`config.mk`:
```
export PLATFORM = sky130hd
export DESIGN_NAME = crapwow_string_hash
export DESIGN_NICKNAME = d
export VERILOG_FILES = /design/src/rtl/cwh_pkg.sv /design/src/rtl/cwh_fold_unit.sv /design/src/rtl/crapwow_string_hash.sv
export SDC_FILE = /design/constraint.sdc
export NUM_CORES = 2
export LEC_CHECK = 0
export BUFFER_PORTS_ARGS = -buffer_cell sky130_fd_sc_hd__buf_4
export CAP_MARGIN = 20
export CORE_MARGIN = 2
export CORE_UTILIZATION = 45
export CTS_BUF_LIST = sky130_fd_sc_hd__clkbuf_8
export CTS_CLUSTER_SIZE = 12
export DETAILED_ROUTE_END_ITERATION = 12
export PLACE_DENSITY = 0.57
export SYNTH_ARGS = -nofsm -noshare
export SYNTH_HDL_FRONTEND = slang
export SYNTH_HIERARCHICAL = 1
export SYNTH_SLANG_ARGS = --single-unit
```
`constraint.sdc`:
```
create_clock -name clk -period 15.3 [get_ports clk]
set_input_delay 2.295 -clock clk [delete_from_list [all_inputs] [get_ports clk]]
set_output_delay 2.295 -clock clk [all_outputs]
set_load 0.03 [all_outputs]
```
`src/rtl/cwh_pkg.sv`:
```
// Package for the CrapWow string hash block: fold constants and product type.
// No dependencies; used by cwh_fold_unit and crapwow_string_hash.
package cwh_pkg;

    // Multiplier constants of the hash
    localparam logic [31:0] CW_M = 32'h5755_9429;
    localparam logic [31:0] CW_N = 32'h5052_acdb;

    // Byte count that marks a full word
    localparam logic [2:0] FULL_WORD_BYTES = 3'd4;

    // Registered 64-bit product, split into halves
    typedef struct packed {
        logic [31:0] hi;
        logic [31:0] lo;
    } cwh_prod_t;

endpackage

```
`src/rtl/cwh_fold_unit.sv`:
```
// Shared 32x32->64 fold multiplier with registered product.
// Depends on cwh_pkg (constants, product type).
module cwh_fold_unit
(
    input  logic               clk,
    input  logic               en,
    input  logic               use_m,
    input  logic [31:0]        operand,
    output cwh_pkg::cwh_prod_t prod
);

    logic [31:0]        cst;
    cwh_pkg::cwh_prod_t prod_reg;
    cwh_pkg::cwh_prod_t prod_next;

    // constant select and multiply
    assign cst       = use_m ? cwh_pkg::CW_M : cwh_pkg::CW_N;
    assign prod_next = cwh_pkg::cwh_prod_t'({32'd0, operand} * {32'd0, cst});

    // product register, payload only
    always_ff @(posedge clk)
    begin
        if (en)
        begin
            prod_reg <= prod_next;
        end
    end

    assign prod = prod_reg;

endmodule

```
`src/rtl/crapwow_string_hash.sv`:
```
// Top level of the CrapWow 32-bit string hash: sequencer and accumulators.
// Depends on cwh_pkg and cwh_fold_unit.
//
//  channel | signals                                          | role
//  --------+--------------------------------------------------+-----------------
//  in      | in_valid, in_ready, key_word, word_bytes,        | key words in
//          | key_length, last_word                            |
//  out     | out_valid, out_ready, hash_value                 | hash per message
//  config  | seed_wr_en, seed_wr_data                         | seed write
//
// A word with bytes passes transfer, multiply and fold steps through the one
// shared multiplier; a last word then adds operand prep, multiply and fold,
// and an empty key takes only its transfer and those final steps.
// in_ready is high only while the sequencer is idle.
// A finished hash sits in the output register; a new message may start while
// it waits, and the final fold holds only if the previous hash is still there.
// rst_n clears control state and seed asynchronously.
module crapwow_string_hash
(
    input  logic        clk,
    input  logic        rst_n,
    input  logic        seed_wr_en,
    input  logic [31:0] seed_wr_data,
    input  logic        in_valid,
    output logic        in_ready,
    input  logic [31:0] key_word,
    input  logic [2:0]  word_bytes,
    input  logic [31:0] key_length,
    input  logic        last_word,
    output logic        out_valid,
    input  logic        out_ready,
    output logic [31:0] hash_value
);

    typedef enum logic [2:0] {
        S_IDLE,
        S_MUL,
        S_APPLY,
        S_FPREP,
        S_FMUL,
        S_FAPPLY
    } state_t;

    state_t      state_reg, state_next;
    logic [31:0] seed_reg, seed_next;
    logic [31:0] h_reg, h_next;
    logic [31:0] k_reg, k_next;
    logic        odd_reg, odd_next;
    logic        in_msg_reg, in_msg_next;
    logic        last_reg, last_next;
    logic        use_m_reg, use_m_next;
    logic [31:0] op_reg, op_next;
    logic        out_valid_reg, out_valid_next;
    logic [31:0] hash_reg, hash_next;

    logic               mul_en;
    cwh_pkg::cwh_prod_t prod;
    logic [31:0]        h_fold, k_fold;
    logic [31:0]        h_start, k_start;
    logic [31:0]        byte_mask;
    logic               in_xfer;

    assign in_ready  = (state_reg == S_IDLE);
    assign in_xfer   = in_valid && in_ready;
    assign out_valid = out_valid_reg;
    assign hash_value = hash_reg;
    assign mul_en    = (state_reg == S_MUL) || (state_reg == S_FMUL);

    // shared multiplier
    cwh_fold_unit u_fold
    (
        .clk     (clk),
        .en      (mul_en),
        .use_m   (use_m_reg),
        .operand (op_reg),
        .prod    (prod)
    );

    // fold of the registered product into the accumulators
    always_comb
    begin
        if (use_m_reg)
        begin
            k_fold = k_reg ^ prod.lo;
            h_fold = h_reg ^ prod.hi;
        end
        else
        begin
            h_fold = h_reg ^ prod.lo;
            k_fold = k_reg ^ prod.hi;
        end
    end

    // byte mask of a partial word
    always_comb
    begin
        case (word_bytes)
            3'd1:    byte_mask = 32'h0000_00ff;
            3'd2:    byte_mask = 32'h0000_ffff;
            3'd3:    byte_mask = 32'h00ff_ffff;
            default: byte_mask = 32'hffff_ffff;
        endcase
    end

    // accumulators at the head of a message
    always_comb
    begin
        if (in_msg_reg)
        begin
            h_start = h_reg;
            k_start = k_reg;
        end
        else
        begin
            h_start = key_length;
            k_start = key_length + seed_reg + cwh_pkg::CW_N;
        end
    end

    // sequencer
    always_comb
    begin
        state_next     = state_reg;
        seed_next      = seed_wr_en ? seed_wr_data : seed_reg;
        h_next         = h_reg;
        k_next         = k_reg;
        odd_next       = odd_reg;
        in_msg_next    = in_msg_reg;
        last_next      = last_reg;
        use_m_next     = use_m_reg;
        op_next        = op_reg;
        out_valid_next = out_valid_reg && !out_ready;
        hash_next      = hash_reg;

        unique case (state_reg)
            S_IDLE:
            begin
                if (in_xfer)
                begin
                    h_next      = h_start;
                    k_next      = k_start;
                    in_msg_next = 1'b1;
                    last_next   = last_word;
                    if (word_bytes >= cwh_pkg::FULL_WORD_BYTES)
                    begin
                        op_next    = key_word;
                        use_m_next = in_msg_reg ? odd_reg : 1'b0;
                        odd_next   = in_msg_reg ? !odd_reg : 1'b1;
                        state_next = S_MUL;
                    end
                    else
                    begin
                        odd_next = in_msg_reg ? odd_reg : 1'b0;
                        if (word_bytes != 3'd0)
                        begin
                            op_next    = key_word & byte_mask;
                            use_m_next = 1'b1;
                            state_next = S_MUL;
                        end
                        else if (last_word)
                        begin
                            state_next = S_FPREP;
                        end
                    end
                end
            end
            S_MUL:
            begin
                state_next = S_APPLY;
            end
            S_APPLY:
            begin
                h_next     = h_fold;
                k_next     = k_fold;
                state_next = last_reg ? S_FPREP : S_IDLE;
            end
            S_FPREP:
            begin
                op_next    = h_reg ^ (k_reg + cwh_pkg::CW_N);
                use_m_next = 1'b0;
                state_next = S_FMUL;
            end
            S_FMUL:
            begin
                state_next = S_FAPPLY;
            end
            S_FAPPLY:
            begin
                // wait while the previous hash is still untaken
                if (!out_valid_reg || out_ready)
                begin
                    h_next         = h_fold;
                    k_next         = k_fold;
                    hash_next      = k_fold ^ h_fold;
                    out_valid_next = 1'b1;
                    in_msg_next    = 1'b0;
                    odd_next       = 1'b0;
                    state_next     = S_IDLE;
                end
            end
            default:
            begin
                state_next = S_IDLE;
            end
        endcase
    end

    // state and registered outputs
    always_ff @(posedge clk or negedge rst_n)
    begin
        if (!rst_n)
        begin
            state_reg     <= S_IDLE;
            seed_reg      <= 32'd0;
            h_reg         <= 32'd0;
            k_reg         <= 32'd0;
            odd_reg       <= 1'b0;
            in_msg_reg    <= 1'b0;
            last_reg      <= 1'b0;
            use_m_reg     <= 1'b0;
            out_valid_reg <= 1'b0;
        end
        else
        begin
            state_reg     <= state_next;
            seed_reg      <= seed_next;
            h_reg         <= h_next;
            k_reg         <= k_next;
            odd_reg       <= odd_next;
            in_msg_reg    <= in_msg_next;
            last_reg      <= last_next;
            use_m_reg     <= use_m_next;
            out_valid_reg <= out_valid_next;
        end
    end

    // payload registers
    always_ff @(posedge clk)
    begin
        op_reg   <= op_next;
        hash_reg <= hash_next;
    end

endmodule

```
==> results.yml <==
place:
  hpwlAfterDp_um: 87400
  place_worst_setup_slack_ns: 6.23
  postPlaceCellArea_um2: 38100
  dp_cells: 4780
  port-buffer-count: 138
  gp_congestion: 0.942
routing:
  drcViolationCount: 0
  wl_um: 104000
  wl_per_cell_um: 21.4
  drt-initial-drc-count: 1715
  viasPerCell: 5.33
  drt_first_pass_iters: 5
  ant_nets: 0
  vias: 25900
clock_tree:
  cts_buffer_depth: 3
  postCtsSetupBuffers: 0
  ctsResizeCount: 0
  numCtsBuffers: 39
  clk_pin_slew_worst_paths_ns: 0.07
  ctsHoldBuffers: 0
  cts_sinks: 231
  worstSkewPairLatency_ns: 0.56
  htreeDepth: 2
  cts-root-buf: "clkbuf_8"
  cts_tree: "done"
setup_path:
  criticalPathCategory: "register to register"
  setup.worst_path.start: "use_m_reg"
  regToRegStartpoint: "use_m_reg"
  worstRegToRegCells: 27
  path_buf_inv: 6
  cp_max_fo: 58
  slowest_delay_ns: 0.80
  arrival_ns: 9.45
  crit_required_ns: 15.61
  slowest_stage: "dfrtp_4"
  path_common_cell: "fa_1"
  cp-endpoint: "u_fold/prod[61]"
  cp.depth: 27
  r2r_end: "u_fold/prod[61]"
  end_kind: "register"
  reg2reg_slack_ns: 6.16
  cp_top_family: "adder cells"
  cp-start-kind: "register"
sta:
  final_max_slew_viol_count: 0
  period_share_pct: 59.7
  setup_tns_ns: 0
  clock_skew_ns: 0.0266
  fin_crit_ns: 9.14
  max-slew-margin-rel_pct: 38.4
  fmax_mhz: 109
  rsz0062_at_grt: "no"
  setup_slack_ns: 6.16
  hold_viol: 0
  setup_viol: 0
  worst_pin_slew_ns: 0.925
synthesis:
  syn_area_per_cell_um2: 9.67
  async_reset_ff_share_pct: 45.0
  yosysWarnings: 6
  syn_inst: 3741
  synth_cell_types: 91
  synth-seq-cells: 231
  seq_area_frac_synth_pct: 17.7
  synth_area_um2: 36200
  ys.flop_type: "edfxtp_1"
  synth_edf_count: 127
die:
  start_util_pct: 45.6
  fp.dieW_um: 287
  core_um2: 79300
  fp.dieH_um: 287
  die_area_um2: 82600
  num_rows: 103
  io_pins: 139
final_layout:
  n_fill_cell: 7648
  largest_register_ffs: 63
  multi_input_area_um2: 26000
  stdcell_area_um2: 38800
  seq_area_um2: 6420
  fin_cells: 4853
  drive_gt1_share_pct: 7.73
  area_growth_pct: 7.41
  nets: 4923
global_route:
  grt.total_usage_pct: 25.8
  antenna_found_initial: 0
  grt_pass1_wl_um: 160000
  grt-ovfl-total: 0
  grt_pass1_vias: 26900
  grt_max_degree: 87
min_path:
  hold_path_class: "register to register"
job:
  drv_cap: 0
outcome:
  outcome: "complete, no violations"
-- cells in the final DEF (no fill, tap or decap), types with 11 or more instances in the layout --
cell type	netlist	routed
inv_1	832	846
ha_1	560	560
fa_1	486	486
nand2_1	246	246
a21oi_1	216	216
buf_4	3	168
xnor2_1	152	152
edfxtp_1	127	127
dfrtp_1	104	103
o21ai_0	82	82
xor2_1	78	78
nor3_1	76	76
nor2_1	73	71
mux2i_1	60	60
a21o_1	51	51
o22ai_1	46	46
clkbuf_8	0	44
nand2b_1	42	42
o21ai_1	31	30
nand3_1	27	27
mux2_2	22	22
nand4_1	20	20
o21bai_1	17	17
a31oi_1	15	15
o211ai_1	15	15
and2_1	11	11
a211oi_1	11	11
-- worst min-delay path by stage --
stage	startpoint	to	slack (ns)	cells after the start
floorplan	odd_reg	odd_reg	0.47	2
global placement	odd_reg	odd_reg	0.50	2
detailed placement	odd_reg	odd_reg	0.50	2
CTS	seed_reg[5]	seed_reg[5]	0.52	1
global route	seed_reg[8]	seed_reg[8]	0.53	1
finish	seed_reg[5]	seed_reg[5]	0.51	1
-- metrics by stage --
step,utilization (%),hold slack [ns]
after global routing,49.0,0.529
after CTS,49.0,0.516
after global placement,48.0,0.497
final,49.0,0.513
after detailed placement,48.0,0.498
after floorplan,-,0.470
-- layout make-up --
| cell class | instances | share of cell area [%] |
|---|---|---|
| multi-input combinational | 2499 | 66.8 |
| sequential | 231 | 16.5 |
| inverter | 832 | 8.04 |
| tap | 1050 | 3.38 |
| timing repair buffer | 169 | 3.30 |
| clock buffer | 44 | 1.56 |
| clock inverter | 27 | 0.374 |
| antenna | 1 | 0.00644 |
-- cells by family after synthesis --
logic type      share of synthesized area (%)
simple gates                             7.14
fa+ha+maj                                46.3
mux                                      2.35
flops                                    17.7
compound gates                           10.2
buf+inv                                  10.7
xor+xnor                                 5.57
other cells                            0.0104
-- synthesized netlist by cell type (5+ instances only) --
cell type	instances	area share (%)
inv_1	832	8.6
ha_1	560	19
fa_1	486	27
nand2_1	246	2.6
a21oi_1	216	3.0
xnor2_1	152	3.7
clkbuf_1	146	1.5
edfxtp_1	127	11
dfrtp_1	104	7.2
o21ai_0	82	1.1
xor2_1	78	1.9
nor3_1	76	1.1
nor2_1	73	0.76
mux2i_1	60	1.7
a21o_1	51	1.1
o22ai_1	46	0.80
nand2b_1	42	0.73
o21ai_1	31	0.43
nand3_1	27	0.37
buf_2	24	0.33
mux2_2	22	0.69
nand4_1	20	0.35
o21bai_1	17	0.35
a31oi_1	15	0.26
o211ai_1	15	0.31
a211oi_1	11	0.23
and2_1	11	0.19
o21a_1	11	0.23
and3_1	10	0.17
or3_1	10	0.17
buf_1	9	0.093
nor2b_1	9	0.16
o21ai_2	9	0.22
o31ai_1	8	0.17
o221ai_1	7	0.17
nor4_1	6	0.10
a21boi_0	5	0.10
a2bb2oi_1	5	0.12
-- layer usage --
layer	wire (um)	vias to the layer above	GRT usage (%)
li1	-	12100	-
met1	44300	12800	34.8
met2	49000	747	42.1
met3	6550	160	4.31
met4	3770	0	8.42
met5	0	-	0
-- worst reg2reg max path, stage by stage (launching register included) --
cell	delay, ns
dfrtp_4	0.80
buf_4	0.68
buf_4	0.67
nor2b_1	0.24
or2_2	0.40
ha_1	0.19
inv_1	0.07
fa_1	0.43
fa_1	0.51
inv_1	0.05
ha_1	0.18
fa_1	0.47
fa_1	0.52
fa_1	0.50
inv_1	0.05
fa_1	0.47
inv_1	0.04
ha_1	0.36
nand2_2	0.11
nor4_1	0.37
nand4_1	0.20
a311oi_2	0.36
o21bai_1	0.20
a21oi_2	0.27
o221ai_2	0.18
nor3b_2	0.28
o221ai_2	0.14
xnor2_1	0.14
Power is left out: the tool's default activity adds up to more than one toggle a clock period on the data nets, which glitch-free logic cannot reach.
